--- src/sv/assert_macros.svh ---
// assertion helpers shared by the rtl
`ifndef ASSERT_MACROS_SVH
`define ASSERT_MACROS_SVH

`ifndef SYNTH

// property must hold at every rising clock edge outside reset
`define RAF_ASSERT(label, clk, rst, prop) \
   label: assert property (@(posedge clk) disable iff (rst) (prop)) \
      else $error("property violated");

// expression must never be true outside reset
`define RAF_ASSERT_NEVER(label, clk, rst, expr) \
   label: assert property (@(posedge clk) disable iff (rst) !(expr)) \
      else $error("forbidden condition seen");

`else

`define RAF_ASSERT(label, clk, rst, prop)
`define RAF_ASSERT_NEVER(label, clk, rst, expr)

`endif

`endif

--- src/sv/raf_pkg.sv ---
package raf_pkg;

   localparam int unsigned SAMPLE_W = 16;
   localparam int unsigned WINDOW_W = 6;

   localparam logic [WINDOW_W-1:0] WINDOW_RESET = 6'd20;

   typedef struct packed {
      logic busy;
      logic done;
   } div_status_type;

endpackage

--- src/sv/raf_ram.sv ---
module raf_ram #(
   parameter int unsigned WIDTH = 16,
   parameter int unsigned DEPTH = 32
) (
   input  logic                                         clock,
   input  logic                                         wr_en,
   input  logic [((DEPTH > 1) ? $clog2(DEPTH) : 1)-1:0] wr_addr,
   input  logic [WIDTH-1:0]                             wr_data,
   input  logic                                         rd_en,
   input  logic [((DEPTH > 1) ? $clog2(DEPTH) : 1)-1:0] rd_addr,
   output logic [WIDTH-1:0]                             rd_data
);

   logic [WIDTH-1:0] mem [DEPTH];
   logic [WIDTH-1:0] rd_data_ff;

   always_ff @(posedge clock) begin
      if (wr_en) begin
         mem[wr_addr] <= wr_data;
      end
      if (rd_en) begin
         rd_data_ff <= mem[rd_addr];
      end
   end

   assign rd_data = rd_data_ff;

endmodule

--- src/sv/raf_div.sv ---
module raf_div #(
   parameter int unsigned NUM_W = 21,
   parameter int unsigned DEN_W = 6
) (
   input  logic                       clock,
   input  logic                       reset,
   input  logic                       start,
   input  logic [NUM_W-1:0]           dividend,
   input  logic [DEN_W-1:0]           divisor,
   output raf_pkg::div_status_type    status,
   output logic [NUM_W-1:0]           quotient
);

   localparam int unsigned STEP_W = $clog2(NUM_W + 1);

   logic [DEN_W-1:0]  rem_ff, rem_in;
   logic [NUM_W-1:0]  quo_ff, quo_in;
   logic [DEN_W-1:0]  den_ff, den_in;
   logic [STEP_W-1:0] step_ff, step_in;
   logic              busy_ff, busy_in;
   logic              done_ff, done_in;

   logic [DEN_W:0] rem_shift;
   logic [DEN_W:0] rem_diff;
   logic           fits;

   // one quotient bit per cycle, msb first
   assign rem_shift = {rem_ff, quo_ff[NUM_W-1]};
   assign rem_diff  = rem_shift - {1'b0, den_ff};
   assign fits      = (rem_shift >= {1'b0, den_ff});

   always_comb begin
      rem_in  = rem_ff;
      quo_in  = quo_ff;
      den_in  = den_ff;
      step_in = step_ff;
      busy_in = busy_ff;
      done_in = 1'b0;
      if (start) begin
         rem_in  = '0;
         quo_in  = dividend;
         den_in  = divisor;
         step_in = STEP_W'(NUM_W);
         busy_in = 1'b1;
      end else if (busy_ff) begin
         rem_in  = fits ? rem_diff[DEN_W-1:0] : rem_shift[DEN_W-1:0];
         quo_in  = {quo_ff[NUM_W-2:0], fits};
         step_in = step_ff - 1'b1;
         if (step_ff == STEP_W'(1)) begin
            busy_in = 1'b0;
            done_in = 1'b1;
         end
      end
   end

   always_ff @(posedge clock) begin
      if (reset) begin
         step_ff <= '0;
         busy_ff <= 1'b0;
         done_ff <= 1'b0;
      end else begin
         step_ff <= step_in;
         busy_ff <= busy_in;
         done_ff <= done_in;
      end
   end

   always_ff @(posedge clock) begin
      rem_ff <= rem_in;
      quo_ff <= quo_in;
      den_ff <= den_in;
   end

   assign status.busy = busy_ff;
   assign status.done = done_ff;
   assign quotient    = quo_ff;

endmodule

--- src/sv/running_average_filter.sv ---
// channel | dir | signals                          | contents
// req     | in  | req_tvalid req_tready req_tdata  | sample [15:0]
// rsp     | out | rsp_tvalid rsp_tready rsp_tdata  | average [15:0]
// csr     | in  | csr_wen csr_wdata                | window_size [5:0]
//
// a beat passes through the sample memory read, read-modify-write of the sum,
// then the bit-serial divider, one bit a cycle.
// reset and a window write clear sum, slot and fill count at once; entries
// not yet written since are masked by the fill count, so no clearing pass.
// a finished average waits in the output register; the next sample is taken
// as soon as the divider result has moved there.
`include "assert_macros.svh"

module running_average_filter #(
   parameter int unsigned MAX_WINDOW = 32
) (
   input  logic        clock,
   input  logic        reset,
   input  logic        req_tvalid,
   output logic        req_tready,
   input  logic [15:0] req_tdata,   // [15:0] sample
   output logic        rsp_tvalid,
   input  logic        rsp_tready,
   output logic [15:0] rsp_tdata,   // [15:0] average
   input  logic        csr_wen,
   input  logic [5:0]  csr_wdata    // [5:0] window_size
);

   localparam int unsigned SAMPLE_W = raf_pkg::SAMPLE_W;
   localparam int unsigned WINDOW_W = raf_pkg::WINDOW_W;
   localparam int unsigned CNT_W    = $clog2(MAX_WINDOW + 1);
   localparam int unsigned SLOT_W   = (MAX_WINDOW > 1) ? $clog2(MAX_WINDOW) : 1;
   localparam int unsigned SUM_W    = SAMPLE_W + $clog2(MAX_WINDOW);
   localparam int unsigned CMP_W    = (CNT_W > WINDOW_W) ? CNT_W : WINDOW_W;

   localparam logic [1:0] ST_IDLE   = 2'd0;
   localparam logic [1:0] ST_UPDATE = 2'd1;
   localparam logic [1:0] ST_DIVIDE = 2'd2;
   localparam logic [1:0] ST_HOLD   = 2'd3;

   logic [1:0]          state_ff, state_in;
   logic [WINDOW_W-1:0] window_ff, window_in;
   logic [SUM_W-1:0]    sum_ff, sum_in;
   logic [SLOT_W-1:0]   slot_ff, slot_in;
   logic [CNT_W-1:0]    fill_count_ff, fill_count_in;
   logic [SAMPLE_W-1:0] sample_ff, sample_in;
   logic                rsp_valid_ff, rsp_valid_in;
   logic [SAMPLE_W-1:0] rsp_data_ff, rsp_data_in;

   logic [CNT_W-1:0]       eff_win;
   logic [CNT_W-1:0]       slot_inc;
   logic [SAMPLE_W-1:0]    old_sample;
   logic [SAMPLE_W-1:0]    rd_data;
   logic                   req_beat;
   logic                   out_free;
   logic                   div_start;
   logic [SUM_W-1:0]       quotient;
   raf_pkg::div_status_type div_stat;

   assign req_tready = (state_ff == ST_IDLE);
   assign req_beat   = req_tvalid && req_tready;
   assign out_free   = !rsp_valid_ff || rsp_tready;
   assign div_start  = (state_ff == ST_UPDATE);

   // zero acts as one, anything above the store depth as the depth
   always_comb begin
      if (window_ff == '0) begin
         eff_win = CNT_W'(1);
      end else if (CMP_W'(window_ff) > CMP_W'(MAX_WINDOW)) begin
         eff_win = CNT_W'(MAX_WINDOW);
      end else begin
         eff_win = CNT_W'(window_ff);
      end
   end

   assign slot_inc = CNT_W'(slot_ff) + CNT_W'(1);

   // while filling, the slot has not been written since the last clear
   assign old_sample = (fill_count_ff < eff_win) ? '0 : rd_data;

   raf_ram #(
      .WIDTH (SAMPLE_W),
      .DEPTH (MAX_WINDOW)
   ) u_store (
      .clock   (clock),
      .wr_en   (div_start),
      .wr_addr (slot_ff),
      .wr_data (sample_ff),
      .rd_en   (req_beat),
      .rd_addr (slot_ff),
      .rd_data (rd_data)
   );

   raf_div #(
      .NUM_W (SUM_W),
      .DEN_W (CNT_W)
   ) u_div (
      .clock    (clock),
      .reset    (reset),
      .start    (div_start),
      .dividend (sum_in),
      .divisor  (fill_count_in),
      .status   (div_stat),
      .quotient (quotient)
   );

   always_comb begin
      state_in      = state_ff;
      window_in     = window_ff;
      sum_in        = sum_ff;
      slot_in       = slot_ff;
      fill_count_in = fill_count_ff;
      sample_in     = sample_ff;
      rsp_valid_in  = rsp_valid_ff;
      rsp_data_in   = rsp_data_ff;

      if (rsp_tready) begin
         rsp_valid_in = 1'b0;
      end

      case (state_ff)
         ST_IDLE: begin
            if (req_beat) begin
               sample_in = req_tdata;
               state_in  = ST_UPDATE;
            end
         end
         ST_UPDATE: begin
            sum_in  = sum_ff - SUM_W'(old_sample) + SUM_W'(sample_ff);
            slot_in = (slot_inc >= eff_win) ? '0 : SLOT_W'(slot_inc);
            if (fill_count_ff < eff_win) begin
               fill_count_in = fill_count_ff + CNT_W'(1);
            end
            state_in = ST_DIVIDE;
         end
         ST_DIVIDE: begin
            if (div_stat.done) begin
               state_in = ST_HOLD;
            end
         end
         ST_HOLD: begin
            if (out_free) begin
               rsp_valid_in = 1'b1;
               rsp_data_in  = quotient[SAMPLE_W-1:0];
               state_in     = ST_IDLE;
            end
         end
         default: begin
            state_in = ST_IDLE;
         end
      endcase

      if (csr_wen) begin
         window_in     = csr_wdata;
         sum_in        = '0;
         slot_in       = '0;
         fill_count_in = '0;
      end
   end

   always_ff @(posedge clock) begin
      if (reset) begin
         state_ff      <= ST_IDLE;
         window_ff     <= raf_pkg::WINDOW_RESET;
         sum_ff        <= '0;
         slot_ff       <= '0;
         fill_count_ff <= '0;
         rsp_valid_ff  <= 1'b0;
      end else begin
         state_ff      <= state_in;
         window_ff     <= window_in;
         sum_ff        <= sum_in;
         slot_ff       <= slot_in;
         fill_count_ff <= fill_count_in;
         rsp_valid_ff  <= rsp_valid_in;
      end
   end

   always_ff @(posedge clock) begin
      sample_ff   <= sample_in;
      rsp_data_ff <= rsp_data_in;
   end

   assign rsp_tvalid = rsp_valid_ff;
   assign rsp_tdata  = rsp_data_ff;

   `RAF_ASSERT(a_fill_within_window, clock, reset, fill_count_ff <= eff_win)
   `RAF_ASSERT(a_slot_within_window, clock, reset, CNT_W'(slot_ff) < eff_win)
   `RAF_ASSERT(a_beat_starts_update, clock, reset, req_beat |=> state_ff == ST_UPDATE)
   `RAF_ASSERT_NEVER(a_div_done_off_state, clock, reset, div_stat.done && state_ff != ST_DIVIDE)
   `RAF_ASSERT_NEVER(a_div_busy_off_state, clock, reset, div_stat.busy && state_ff != ST_DIVIDE)

endmodule

--- config.mk ---
export PLATFORM = sky130hd
export DESIGN_NAME = running_average_filter
export DESIGN_NICKNAME = d
export VERILOG_FILES = /design/src/sv/raf_pkg.sv /design/src/sv/raf_ram.sv /design/src/sv/raf_div.sv /design/src/sv/running_average_filter.sv
export VERILOG_INCLUDE_DIRS = /design/src /design/src/sv
export SDC_FILE = /design/constraint.sdc
export NUM_CORES = 1
export LEC_CHECK = 0
export BUFFER_PORTS_ARGS = -buffer_cell sky130_fd_sc_hd__buf_2
export CAP_MARGIN = 20
export CORE_MARGIN = 4
export CORE_UTILIZATION = 30
export CTS_CLUSTER_SIZE = 40
export DETAILED_ROUTE_END_ITERATION = 10
export HOLD_SLACK_MARGIN = 0.06
export PLACE_DENSITY = 0.52
export SLEW_MARGIN = 20
export SYNTH_ARGS = -nofsm -noshare
export SYNTH_HDL_FRONTEND = slang
export SYNTH_SLANG_ARGS = --single-unit
export TNS_END_PERCENT = 10
--- constraint.sdc ---
create_clock -name clock -period 7.4 [get_ports clock]
set_input_delay 1.48 -clock clock [delete_from_list [all_inputs] [get_ports clock]]
set_output_delay 1.48 -clock clock [all_outputs]
set_load 0.02 [all_outputs]
==> Flow_metrics.wiki, run 1 <==
{| class="wikitable"
! Metric !! Value
|-
| Count of buffers inserted at the top-level ports || 44
|-
| Count of synthesis-stage warnings from yosys || 0
|-
| Leakage component of the power || 9.83 nW
|-
| Total global routing track utilization || between 10% and 20%
|-
| Clock Skew || slightly above 0.04 ns
|-
| Post-placement cell area || 28400 sq um
|-
| Total number of nets in the final design || 1723
|-
| Setup slack at placement || 2.74 ns
|-
| Number of buffers and inverters on the critical path || 3
|-
| Setup TNS after final layout || 0 ns
|-
| Destination of the worst register-to-register timing path || u_div.quotient[18]
|-
| Most used flip-flop cell after synthesis || sky130_fd_sc_hd__edfxtp_1
|-
| Worst-path fanout max || 27
|-
| Maximum number of pins on one net before global-route repair || roughly 130
|-
| WHS || about 0.46 ns
|-
| End of the worst hold path || rsp_tdata[0]
|-
| Register-to-Register Path Depth || 19
|-
| Required arrival time at the worst endpoint || ~7.7 ns
|-
| Run status || finished, final reports clean
|-
| Number of antenna violations at the first check in global routing || 1
|-
| Root cell of the clock tree || sky130_fd_sc_hd__clkbuf_16
|-
| Filler Cell Count || roughly 8200
|-
| Antenna fix cells || 0
|-
| Sum of overflow across all layers after global routing || 0
|-
| Max-cap check violation count || 0
|-
| Clock insertion delay at the later pin of the skew report || 0.61 ns
|-
| Share of layout cells above drive strength 1 || 20.6%
|-
| Final weighted congestion in routability-driven placement || 0.817
|-
| Height of the chip || just over 300 um
|-
| Final period util || 62.4%
|-
| CTS-repair resized insts || 0
|-
| HP Start || u_div.quotient[0]
|-
| Relative slew margins || between 20 and 30%
|-
| Total setup buffers inserted after CTS || 0
|-
| Die width || 305 um
|-
| Number of setup violations in the final report || 0
|-
| Final critical-path required period || 4.62 ns
|-
| Net count of the mapped netlist || around 1600
|-
| Critical path launch point type || flop
|-
| Area enclosed by the die boundary || between 90000 and 100000 sq um
|-
| Final hold violation count || 0
|-
| Crit Path Class || flop to flop
|-
| Crit path DAT || 4.96 ns
|-
| Post-synthesis cell count || ~1500
|-
| Row count || 108
|-
| Areal power density over the cells || 330 nW/um^2
|-
| Half-perimeter wire length after placement || 39400 um
|-
| Inserted Clock Buffers || 66
|-
| CP cell instances || inv_1 > nand2_1 > ha_1 > o21a_1 > o21a_1 > o21ai_0 > a32oi_1 > buf_4 > and2_1 > ha_1 > inv_1 > ha_1 > fa_1 > a211oi_2 > nor3_1 > nor4_2 > o21a_1 > nor4_1 > a2111o_1
|-
| Post-synthesis register bit count || between 600 and 700
|-
| Signed area change from the synthesized netlist to the final layout || 15.1%
|-
| Wire length of the first global-routing pass || about 95000 um
|-
| Number of enable-type register cells in the synthesized netlist || 587
|-
| Core Area || 87200 sq um
|-
| WL/cell || 22.6 um
|-
| Vias per cell || 4.99
|-
| Post-synthesis area per instance || 17.3 sq um
|-
| Initial standard-cell utilization of the core || 30.4%
|-
| Worst path slowest cell || sky130_fd_sc_hd__fa_1
|-
| Post-synthesis instance area || ~26000 sq um
|-
| F_max || 0.216 GHz
|-
| Category of cells accounting for the largest share of critical-path delay || compound AO/OA/AOI/OAI gates
|-
| Post-synthesis async set-or-reset flop share || 0%
|-
| Number of unique standard cell types used by synthesis || 63
|-
| Critical R2R Launch || window_ff[5]
|-
| Clock Sinks || 641
|-
| Final routed DRC violation total || 0
|-
| Clock tree from TritonCTS || built
|-
| Length of the first detailed-routing pass in iterations || 5
|-
| Worst setup EP type || flop
|-
| Reg2reg setup slack || between 2 and 3 ns
|-
| Number of global-route vias before repair || ~14000
|-
| Worst Hold Path Cells || 0
|-
| Post-route cell area || ~30000 sq um
|-
| Worst min path class || flop to flop
|-
| Final setup margin || 2.78 ns
|-
| Worst-Margin Slew || 1.06 ns
|-
| 1st-iter DRT viols || 1249
|-
| Clock transition at the registers of the reported paths || 0.06 ns
|-
| Footprint of the multi-input gates || about 7200 sq um
|-
| Slowest stage delay, CP || 0.50 ns
|-
| Number of hold buffers added after cts || 0
|-
| Sequential area share after synthesis || 70.6%
|-
| Clock tree buffer depth || 3
|-
| Via Count || 14138
|-
| Setup repair after global routing missed its margin || false
|-
| Peak supply drop || between 150 and 200 uV
|-
| Final Max Tran Viols || 0
|-
| Total Wirelength || 64200 um
|-
| I/O pins || 45
|-
| DRT antenna net count || 0
|-
| FF/Latch Area || 18700 sq um
|-
| H-tree depth || 3
|}
==> through the flow <==
stage | power (W) | util [%] | instances
4_1_cts | 0.0102 | 35.0 | 2832
6_report | 0.0101 | 35.0 | 2833
3_3_place_gp | 0.00690 | 32.6 | 2716
2_1_floorplan | 0.00618 | - | 1527
3_5_place_dp | 0.00695 | 32.6 | 2716
5_1_grt | 0.0106 | 35.0 | 2833
==> worst max-delay path by stage <==
stage	startpoint	endpoint	slack, ns	cells past startpoint
5_1_grt	window_ff[5]	u_div.quotient[18]	2.43	19
3_3_place_gp	window_ff[5]	u_div.quotient[18]	2.78	19
3_5_place_dp	window_ff[5]	u_div.quotient[18]	2.74	19
4_1_cts	window_ff[5]	u_div.quotient[18]	2.77	19
2_1_floorplan	window_ff[5]	u_div.quotient[18]	3.17	19
6_report	window_ff[5]	u_div.quotient[18]	2.78	19
==> worst reg2reg max path, cell delays in order, from the launching register on <==
cell	delay (ns)
sky130_fd_sc_hd__dfxtp_1	0.34
sky130_fd_sc_hd__inv_1	0.14
sky130_fd_sc_hd__nand2_1	0.10
sky130_fd_sc_hd__ha_1	0.28
sky130_fd_sc_hd__o21a_1	0.18
sky130_fd_sc_hd__o21a_1	0.16
sky130_fd_sc_hd__o21ai_0	0.13
sky130_fd_sc_hd__a32oi_1	0.07
sky130_fd_sc_hd__buf_4	0.23
sky130_fd_sc_hd__and2_1	0.19
sky130_fd_sc_hd__ha_1	0.26
sky130_fd_sc_hd__inv_1	0.04
sky130_fd_sc_hd__ha_1	0.22
sky130_fd_sc_hd__fa_1	0.50
sky130_fd_sc_hd__a211oi_2	0.26
sky130_fd_sc_hd__nor3_1	0.14
sky130_fd_sc_hd__nor4_2	0.39
sky130_fd_sc_hd__o21a_1	0.27
sky130_fd_sc_hd__nor4_1	0.07
sky130_fd_sc_hd__a2111o_1	0.41
==> layout by cell type (no fill, tap or decap), types with 6 or more instances in the layout <==
cell / Yosys / layout
sky130_fd_sc_hd__buf_4: 0 / 59
sky130_fd_sc_hd__nor4_1: 8 / 8
sky130_fd_sc_hd__nand4_1: 31 / 31
sky130_fd_sc_hd__nor2b_1: 7 / 7
sky130_fd_sc_hd__mux4_2: 128 / 128
sky130_fd_sc_hd__ha_1: 49 / 48
sky130_fd_sc_hd__nor3_1: 17 / 15
sky130_fd_sc_hd__nor2_1: 82 / 81
sky130_fd_sc_hd__a22oi_1: 66 / 66
sky130_fd_sc_hd__and2_1: 22 / 21
sky130_fd_sc_hd__clkinv_2: 0 / 8
sky130_fd_sc_hd__buf_2: 17 / 44
sky130_fd_sc_hd__or3_1: 8 / 8
sky130_fd_sc_hd__dfxtp_1: 54 / 52
sky130_fd_sc_hd__clkbuf_1: 37 / 14
sky130_fd_sc_hd__clkinv_1: 0 / 10
sky130_fd_sc_hd__nand2b_1: 6 / 6
sky130_fd_sc_hd__a21o_1: 8 / 8
sky130_fd_sc_hd__o21a_1: 10 / 10
sky130_fd_sc_hd__xor2_1: 8 / 8
sky130_fd_sc_hd__nand2_1: 40 / 40
sky130_fd_sc_hd__nand3_1: 19 / 19
sky130_fd_sc_hd__mux2i_1: 16 / 16
sky130_fd_sc_hd__o211ai_1: 8 / 8
sky130_fd_sc_hd__a211oi_1: 6 / 6
sky130_fd_sc_hd__a22o_1: 6 / 6
sky130_fd_sc_hd__and3_1: 8 / 8
sky130_fd_sc_hd__inv_1: 94 / 94
sky130_fd_sc_hd__o21ai_0: 22 / 22
sky130_fd_sc_hd__xnor2_1: 13 / 13
sky130_fd_sc_hd__clkbuf_16: 0 / 67
sky130_fd_sc_hd__o2bb2ai_1: 11 / 11
sky130_fd_sc_hd__a21oi_1: 36 / 36
sky130_fd_sc_hd__edfxtp_1: 587 / 587
sky130_fd_sc_hd__fa_1: 17 / 17
==> power by group <==
part | switching, W | internal [W] | total [W]
sequential | 0.000145 | 0.00443 | 0.00458
combinational | 0.00148 | 0.000803 | 0.00228
clock | 0.00140 | 0.00181 | 0.00321
==> cell type report <==
class	count	area share (%)
Clock buffer	83	5.76
Timing Repair Buffer	106	2.36
Clock inverter	33	1.10
Sequential cell	641	61.4
Tap cell	1155	4.74
Multi-Input combinational cell	720	23.5
Inverter	95	1.17
==> sequential cells by signal, indices dropped and copies added (netlist names) <==
signal,cells
sum_ff,21
slot_ff,5
rsp_tvalid,1
window_ff,6
state_ff,2
u_div.step_ff,5
rsp_tdata,16
u_div.quotient,21
u_store.mem,512
u_div.rem_ff,6
u_div.busy_ff,1
fill_count_ff,6
sample_ff,16
u_div.done_ff,1
u_store.rd_data,16
u_div.den_ff,6
==> cells in the mapped netlist, types with 11 or more instances <==
cell | n | area, sq um
sky130_fd_sc_hd__edfxtp_1 | 587 | 17600
sky130_fd_sc_hd__mux4_2 | 128 | 2880
sky130_fd_sc_hd__inv_1 | 94 | 353
sky130_fd_sc_hd__nor2_1 | 82 | 308
sky130_fd_sc_hd__a22oi_1 | 66 | 495
sky130_fd_sc_hd__dfxtp_1 | 54 | 1080
sky130_fd_sc_hd__ha_1 | 49 | 613
sky130_fd_sc_hd__nand2_1 | 40 | 150
sky130_fd_sc_hd__clkbuf_1 | 37 | 139
sky130_fd_sc_hd__a21oi_1 | 36 | 180
sky130_fd_sc_hd__nand4_1 | 31 | 194
sky130_fd_sc_hd__and2_1 | 22 | 138
sky130_fd_sc_hd__o21ai_0 | 22 | 110
sky130_fd_sc_hd__nand3_1 | 19 | 95.1
sky130_fd_sc_hd__buf_1 | 17 | 63.8
sky130_fd_sc_hd__buf_2 | 17 | 85.1
sky130_fd_sc_hd__fa_1 | 17 | 340
sky130_fd_sc_hd__nor3_1 | 17 | 85.1
sky130_fd_sc_hd__mux2i_1 | 16 | 160
sky130_fd_sc_hd__xnor2_1 | 13 | 114
sky130_fd_sc_hd__o2bb2ai_1 | 11 | 96.3
==> routing by layer <==
metal	up-vias	global-route usage (%)	share of wire (%)	wire, um
met4	0	4.67	2.6	1700
met1	7388	18.3	43	27500
li1	6282	-	-	-
met5	-	0	0	0
met2	386	22.2	49	31200
met3	82	2.72	5.9	3770
==> cell families (layout without fill, tap and decap cells) <==
kind of cell | after synthesis | after routing | share of synthesized area, %
AOI/OAI and AO/OA | 222 | 222 | 6.00
muxes | 146 | 146 | 11.6
buffers and inverters | 166 | 317 | 2.43
and+or+nand+nor | 265 | 265 | 5.06
adders and majority gates | 66 | 66 | 3.60
DFF | 641 | 641 | 70.6
xor gates and xnor gates | 21 | 21 | 0.695
Power figures use the tool's default switching activity.
==> run 2, diff against run 1 <==
--- a/config.mk
+++ b/config.mk
@@ -13,7 +13,7 @@
 export CTS_CLUSTER_SIZE = 40
 export DETAILED_ROUTE_END_ITERATION = 10
 export HOLD_SLACK_MARGIN = 0.06
-export PLACE_DENSITY = 0.52
+export PLACE_DENSITY = 0.54
 export SLEW_MARGIN = 20
 export SYNTH_ARGS = -nofsm -noshare
 export SYNTH_HDL_FRONTEND = slang
==> constraint.sdc (replaced) <==
create_clock -name clock -period 4.06 [get_ports clock]
set_input_delay 0.812 -clock clock [delete_from_list [all_inputs] [get_ports clock]]
set_output_delay 0.812 -clock clock [all_outputs]
set_load 0.02 [all_outputs]
==> Flow_metrics.wiki, run 2 (synthesis results as in run 1) <==
{| class="wikitable"
! Metric !! Value
|-
| Wire length of the first global-routing pass || 99700 um (+5.2%)
|-
| Leakage component of the power || 10.4 nW (+5.4%)
|-
| Areal power density over the cells || 622 nW/um^2 (+88%)
|-
| Clock insertion delay at the later pin of the skew report || 0.61 ns (about the same)
|-
| Worst setup EP type || flop
|-
| Gate power share || 27.5% (+4.8 points)
|-
| Final weighted congestion in routability-driven placement || 0.810 (-0.84%)
|-
| Number of hold buffers added after cts || 0 (unchanged)
|-
| DRT antenna net count || 0 (unchanged)
|-
| WL/cell || 23.1 um (+2.2%)
|-
| Max-cap check violation count || 0 (unchanged)
|-
| Number of global-route vias before repair || 14842 (+4.4%)
|-
| Fraction of power consumed by the clock network || 30.1% (-1.8 points)
|-
| Share of power burned in registers || 42.4% (-3.0 points)
|-
| Number of buffers and inverters on the critical path || 2 (-1)
|-
| Sw Pwr || 0.00596 W (+97%)
|-
| Relative slew margins || 36.3% (+6.7 points)
|-
| Critical path launch point type || flop
|-
| I/O pins || 45 (unchanged)
|-
| Net Sw Frac || 30.3% (+0.25 points)
|-
| Setup repair after global routing missed its margin || true
|-
| WHS || 0.388 ns (-0.0727 ns)
|-
| Final period util || 101% (+39 points)
|-
| Crit Path Class || flop to flop
|-
| H-tree depth || 3 (unchanged)
|-
| Slowest stage delay, CP || 0.51 ns (about the same)
|-
| Cell internal power dissipation || 0.0137 W (+95%)
|-
| Sum of overflow across all layers after global routing || 0 (unchanged)
|-
| Vias per cell || 5.02 (+0.54%)
|-
| Signed area change from the synthesized netlist to the final layout || 19.5%
|-
| Total number of nets in the final design || 1818 (+5.5%)
|-
| Total global routing track utilization || 14.3% (+0.67 points)
|-
| Clock Skew || 0.0278 ns (-0.0129 ns)
|-
| Final Max Tran Viols || 0 (unchanged)
|-
| Peak supply drop || 376 uV (+120%)
|-
| Total Wirelength || 67900 um (+5.9%)
|-
| Reg with most FFs || u_store.mem
|-
| Violations in the final reports || setup timing
|-
| Die width || 305 um (unchanged)
|-
| Maximum number of pins on one net before global-route repair || 51 (-62%)
|-
| Non-filler instance count after layout || 2935 (+3.6%)
|-
| Antenna fix cells || 0 (unchanged)
|-
| Required arrival time at the worst endpoint || 4.39 ns (-3.35 ns)
|-
| Final routed DRC violation total || 0 (unchanged)
|-
| Half-perimeter wire length after placement || 44000 um (+12%)
|-
| Commonest non-fill, non-tap cell in the layout || sky130_fd_sc_hd__edfxtp_1
|-
| Clock tree from TritonCTS || built
|-
| Via Count || 14726 (+4.2%)
|-
| Count of buffers inserted at the top-level ports || 44 (unchanged)
|-
| Final setup margin || -0.0579 ns (-2.84 ns)
|-
| Filler Cell Count || 8106 (-1.4%)
|-
| Setup TNS after final layout || -0.146 ns (-0.146 ns)
|-
| Inserted Clock Buffers || 70 (+6.1%)
|-
| CP cell instances || buf_4 > nor4_1 > nor2_1 > o31ai_2 > a32oi_4 > and2_4 > fa_1 > inv_2 > fa_2 > a211oi_4 > nor3_4 > nor4_4 > o21a_1 > nor4_2 > a2111o_1
|-
| Category of cells accounting for the largest share of critical-path delay || compound AO/OA/AOI/OAI gates
|-
| Commonest non-fill, non-tap cells in the layout || sky130_fd_sc_hd__edfxtp_1, sky130_fd_sc_hd__buf_4, sky130_fd_sc_hd__mux4_2, sky130_fd_sc_hd__inv_1, sky130_fd_sc_hd__nor2_1
|-
| Clock transition at the registers of the reported paths || 0.06 ns (about the same)
|-
| 1st-iter DRT viols || 1456 (+17%)
|-
| Cell Count Post-Placement || 2801 (+3.1%)
|-
| Share of layout cells above drive strength 1 || 27.4% (+6.7 points)
|-
| F_max || 0.243 GHz (+12%)
|-
| Root cell of the clock tree || sky130_fd_sc_hd__clkbuf_16
|-
| Final hold violation count || 0 (unchanged)
|-
| Number of antenna violations at the first check in global routing || 2 (+1)
|-
| Number of setup violations in the final report || 5 (+5)
|-
| Area enclosed by the die boundary || 93100 sq um (unchanged)
|-
| Worst-Margin Slew || 0.954 ns (-0.102 ns)
|-
| Clock Sinks || 641 (unchanged)
|-
| Row count || 108 (unchanged)
|-
| Run status || finished, violations left
|-
| Height of the chip || 305 um (unchanged)
|-
| Worst path slowest cell || sky130_fd_sc_hd__fa_1
|-
| Largest register FFs || 512 (unchanged)
|-
| Final critical-path required period || 4.12 ns (-0.502 ns)
|-
| Worst min path class || input port to flop
|-
| Clock tree buffer depth || 3 (unchanged)
|-
| Length of the first detailed-routing pass in iterations || 5 (unchanged)
|-
| Core Area || 87200 sq um (unchanged)
|-
| Initial standard-cell utilization of the core || 30.4% (unchanged)
|-
| Crit path DAT || 4.45 ns (-0.51 ns)
|-
| Worst-path fanout max || 7 (-74%)
|}
run 2: changes by cell type in the layout (fill, tap and decap cells not counted), moves of 4 or more:
cell	change
sky130_fd_sc_hd__clkbuf_1	+6
sky130_fd_sc_hd__clkbuf_16	+5
sky130_fd_sc_hd__o21ai_0	-8
sky130_fd_sc_hd__a21oi_2	+4
sky130_fd_sc_hd__ha_1	-11
sky130_fd_sc_hd__a21oi_1	-5
sky130_fd_sc_hd__buf_6	+4
sky130_fd_sc_hd__ha_4	+9
sky130_fd_sc_hd__buf_4	+85
sky130_fd_sc_hd__clkinv_1	+6
sky130_fd_sc_hd__o21ai_2	+4
run 2: area by class of cell:
| class | instances | area [sq um] | area share, % |
|---|---|---|---|
| clock buffer | 92 | 1880 | 5.93 |
| clock inverter | 35 | 251 | 0.795 |
| inverter | 95 | 359 | 1.14 |
| multi-input combinational | 720 | 7540 | 23.8 |
| sequential | 641 | 18700 | 59.2 |
| tap | 1155 | 1450 | 4.57 |
| timing repair buffer | 197 | 1450 | 4.57 |
run 2: power by group through the flow:
| stage | combinational (W) | clock [W] | sequential (W) |
|---|---|---|---|
| final | 0.00542 | 0.00592 | 0.00835 |
| after global placement | 0.00479 | 0 | 0.00849 |
| after global routing | 0.00587 | 0.00636 | 0.00840 |
| after floorplan | 0.00274 | 0 | 0.00853 |
| after CTS | 0.00504 | 0.00607 | 0.00836 |
| after detailed placement | 0.00489 | 0 | 0.00850 |
run 2: stage by stage:
stage / cell area [sq um] / util [%] / total power [W] / setup WS [ns]
after floorplan: 26500 / - / 0.0113 / -0.0237
after global placement: 29100 / 33.3 / 0.0133 / -0.100
after detailed placement: 29100 / 33.3 / 0.0134 / -0.152
after CTS: 31300 / 35.9 / 0.0195 / -0.00573
after global routing: 31600 / 36.3 / 0.0206 / -0.206
final: 31600 / 36.3 / 0.0197 / -0.0579
run 2: worst paths after layout:
check | cells after the start | from | slack [ns] | endpoint
min | 1 | req_tdata[5] | 0.39 | sample_ff[5]
max | 15 | window_ff[2] | -0.06 | u_div.quotient[18]
max reg2reg | 15 | window_ff[2] | -0.06 | u_div.quotient[18]
min reg2reg | 0 | u_div.quotient[12] | 0.46 | rsp_tdata[12]
run 2: routing by layer:
| metal | share of wire [%] | global-route usage (%) | vias to the layer above |
|---|---|---|---|
| li1 | - | - | 6474 |
| met1 | 43 | 19.5 | 7698 |
| met2 | 49 | 23.9 | 437 |
| met3 | 5.5 | 2.23 | 117 |
| met4 | 2.6 | 3.71 | 0 |
| met5 | 0 | 0 | - |
run 2: repair_timing:
action | CTS | global route
cloned | 0 | 1
buffers inserted | 2 | 4
resized for setup | 17 | 57
pin swaps | 3 | 27
endpoints found under the setup margin | 13 | 26
hold endpoints to repair | 0 | 0
==> run 3, diff against run 2 <==
--- a/config.mk
+++ b/config.mk
@@ -13,7 +13,6 @@
 export CTS_CLUSTER_SIZE = 40
 export DETAILED_ROUTE_END_ITERATION = 10
 export HOLD_SLACK_MARGIN = 0.06
-export PLACE_DENSITY = 0.54
 export SLEW_MARGIN = 20
 export SYNTH_ARGS = -nofsm -noshare
 export SYNTH_HDL_FRONTEND = slang
==> Flow_metrics.wiki, run 3 (synthesis results as in run 1) <==
{| class="wikitable"
! Metric !! Value
|-
| Peak supply drop || 410 uV (+8.8%)
|-
| Sum of overflow across all layers after global routing || 0 (unchanged)
|-
| Most numerous cell on the critical path || sky130_fd_sc_hd__o21a_1
|-
| Critical path launch point type || flop
|-
| Signed area change from the synthesized netlist to the final layout || 19.1%
|-
| Total global routing track utilization || 13.7% (-0.55 points)
|-
| Inserted Clock Buffers || 68 (-2.9%)
|-
| Clock transition at the registers of the reported paths || 0.06 ns (about the same)
|-
| Commonest non-fill, non-tap cell in the layout || sky130_fd_sc_hd__edfxtp_1
|-
| Number of antenna violations at the first check in global routing || 0 (-2)
|-
| Cell Count Post-Placement || 2802 (+0.036%)
|-
| Setup repair after global routing missed its margin || true
|-
| Share of power burned in registers || 42.8% (+0.4 points)
|-
| Maximum number of pins on one net before global-route repair || 65 (+27%)
|-
| Relative slew margins || 33.8% (-2.5 points)
|-
| Length of the first detailed-routing pass in iterations || 5 (unchanged)
|-
| Clock tree from TritonCTS || built
|-
| Leakage component of the power || 10.4 nW (+0.21%)
|-
| Worst min path class || input port to flop
|-
| Final Max Tran Viols || 0 (unchanged)
|-
| Final setup margin || -0.155 ns (-0.0968 ns)
|-
| Worst setup EP type || flop
|-
| Non-filler instance count after layout || 2937 (+0.068%)
|-
| Max-cap check violation count || 0 (unchanged)
|-
| Die width || 305 um (unchanged)
|-
| Required arrival time at the worst endpoint || 4.41 ns (+0.02 ns)
|-
| Area enclosed by the die boundary || 93100 sq um (unchanged)
|-
| Total Wirelength || 65300 um (-3.9%)
|-
| F_max || 0.237 GHz (-2.3%)
|-
| WHS || 0.392 ns (+0.00416 ns)
|-
| Run status || finished, violations left
|-
| Clock insertion delay at the later pin of the skew report || 0.61 ns (about the same)
|-
| 1st-iter DRT viols || 1602 (+10%)
|-
| Via Count || 14877 (+1.0%)
|-
| Reg with most FFs || u_store.mem
|-
| Sw Pwr || 0.00581 W (-2.5%)
|-
| Final period util || 104% (+2.4 points)
|-
| Number of buffers and inverters on the critical path || 3 (+1)
|-
| Category of cells accounting for the largest share of critical-path delay || compound AO/OA/AOI/OAI gates
|-
| Worst path slowest cell || sky130_fd_sc_hd__fa_1
|-
| Share of layout cells above drive strength 1 || 26.8% (-0.54 points)
|-
| Count of buffers inserted at the top-level ports || 44 (unchanged)
|-
| Final hold violation count || 0 (unchanged)
|-
| Largest register FFs || 512 (unchanged)
|-
| Row count || 108 (unchanged)
|-
| Final routed DRC violation total || 0 (unchanged)
|-
| Root cell of the clock tree || sky130_fd_sc_hd__clkbuf_16
|-
| WL/cell || 22.2 um (-3.9%)
|-
| Final critical-path required period || 4.21 ns (+0.0968 ns)
|-
| H-tree depth || 3 (unchanged)
|-
| Antenna fix cells || 0 (unchanged)
|-
| DRT antenna net count || 0 (unchanged)
|-
| Fraction of power consumed by the clock network || 31.2% (+1.1 points)
|-
| Gate power share || 26.0% (-1.5 points)
|-
| Initial standard-cell utilization of the core || 30.4% (unchanged)
|-
| Worst-path fanout max || 6 (-1)
|-
| Crit Path Class || flop to flop
|-
| Core Area || 87200 sq um (unchanged)
|-
| Net Sw Frac || 29.8% (-0.47 points)
|-
| Post-route core utilization || 36.2% (-0.099 points)
|-
| Cell internal power dissipation || 0.0137 W (-0.32%)
|-
| Vias per cell || 5.07 (+0.96%)
|-
| Height of the chip || 305 um (unchanged)
|-
| Final weighted congestion in routability-driven placement || 0.821 (+1.3%)
|-
| Total number of nets in the final design || 1820 (+0.11%)
|-
| Wire length of the first global-routing pass || 96900 um (-2.8%)
|-
| Commonest non-fill, non-tap cells in the layout || sky130_fd_sc_hd__edfxtp_1, sky130_fd_sc_hd__buf_4, sky130_fd_sc_hd__mux4_2, sky130_fd_sc_hd__inv_1, sky130_fd_sc_hd__nor2_1
|-
| Areal power density over the cells || 618 nW/um^2 (-0.71%)
|-
| Half-perimeter wire length after placement || 42100 um (-4.2%)
|-
| Number of global-route vias before repair || 14724 (-0.80%)
|-
| Sum of internal, switching and leakage power || 0.0195 W (-0.98%)
|-
| Crit path DAT || 4.56 ns (+0.11 ns)
|-
| Number of hold buffers added after cts || 0 (unchanged)
|-
| Violations in the final reports || setup timing
|-
| Clock Sinks || 641 (unchanged)
|-
| Clock Skew || 0.0207 ns (-0.00706 ns)
|-
| Worst-Margin Slew || 0.993 ns (+0.0384 ns)
|-
| I/O pins || 45 (unchanged)
|-
| CP cell instances || inv_4 > nand2_2 > ha_4 > o21a_1 > o21a_1 > o21ai_4 > a32oi_4 > and2_4 > fa_1 > inv_2 > fa_2 > a211oi_4 > nor3_2 > nor4_2 > buf_4 > o21a_1 > nor4_1 > a2111o_1
|-
| Setup slack at placement || -0.296 ns (-0.144 ns)
|-
| Number of setup violations in the final report || 6 (+1)
|-
| Slowest stage delay, CP || 0.49 ns (-0.02 ns)
|-
| Clock tree buffer depth || 3 (unchanged)
|}
## run 3: cell types whose count changed in the layout (fill, tap and decap cells not counted), sizes merged
cell,change
clkbuf,-11
inv,+6
buf,+3
bufinv,+3
a32oi,+1
clkinv,-1
clkinvlp,+1
## run 3: path summary, 6_finish.rpt
check | start | endpoint | slack, ns | cells after the start
max reg2reg | window_ff[5] | u_div.quotient[18] | -0.15 | 18
max | window_ff[5] | u_div.quotient[18] | -0.15 | 18
min reg2reg | u_div.quotient[14] | rsp_tdata[14] | 0.46 | 0
min | req_tdata[1] | sample_ff[1] | 0.39 | 1
## run 3: per-stage QoR
stage | setup TNS (ns) | area, sq um
3_5_place_dp | -2.55 | 29000
4_1_cts | -0.653 | 31500
2_1_floorplan | -0.0237 | 26500
3_3_place_gp | -1.41 | 29000
5_1_grt | -2.76 | 31500
6_report | -0.479 | 31500
## run 3: power groups by stage
stage | Combinational, W | Sequential (W) | Clock [W]
global placement | 0.00481 | 0.00847 | 0
global route | 0.00552 | 0.00838 | 0.00650
CTS | 0.00500 | 0.00835 | 0.00620
finish | 0.00507 | 0.00834 | 0.00608
floorplan | 0.00274 | 0.00853 | 0
detailed placement | 0.00490 | 0.00848 | 0
## run 3: routing by layer
| layer | track usage, % | up-vias | routed length (um) |
|---|---|---|---|
| met1 | 19.0 | 7701 | 27100 |
| li1 | - | 6492 | - |
| met2 | 22.1 | 583 | 31500 |
| met5 | 0 | - | 0 |
| met4 | 4.14 | 0 | 1850 |
| met3 | 2.66 | 101 | 4930 |
## run 3: area by class of cell
type	instances	area [sq um]
clock buffers	81	1790
clock inverters	44	384
fillers	8035	55600
inverters	95	359
multi-input cells	721	7400
flip-flops and latches	641	18700
well taps	1155	1450
repair buffers	200	1440
## run 3: timing repair
action | in CTS | in global routing
buffers inserted | 9 | 0
endpoints found under the hold margin | 0 | 0
endpoints found under the setup margin | 20 | 25
gates resized for setup | 31 | 18
pin swaps | 19 | 14
gates cloned | 1 | 0
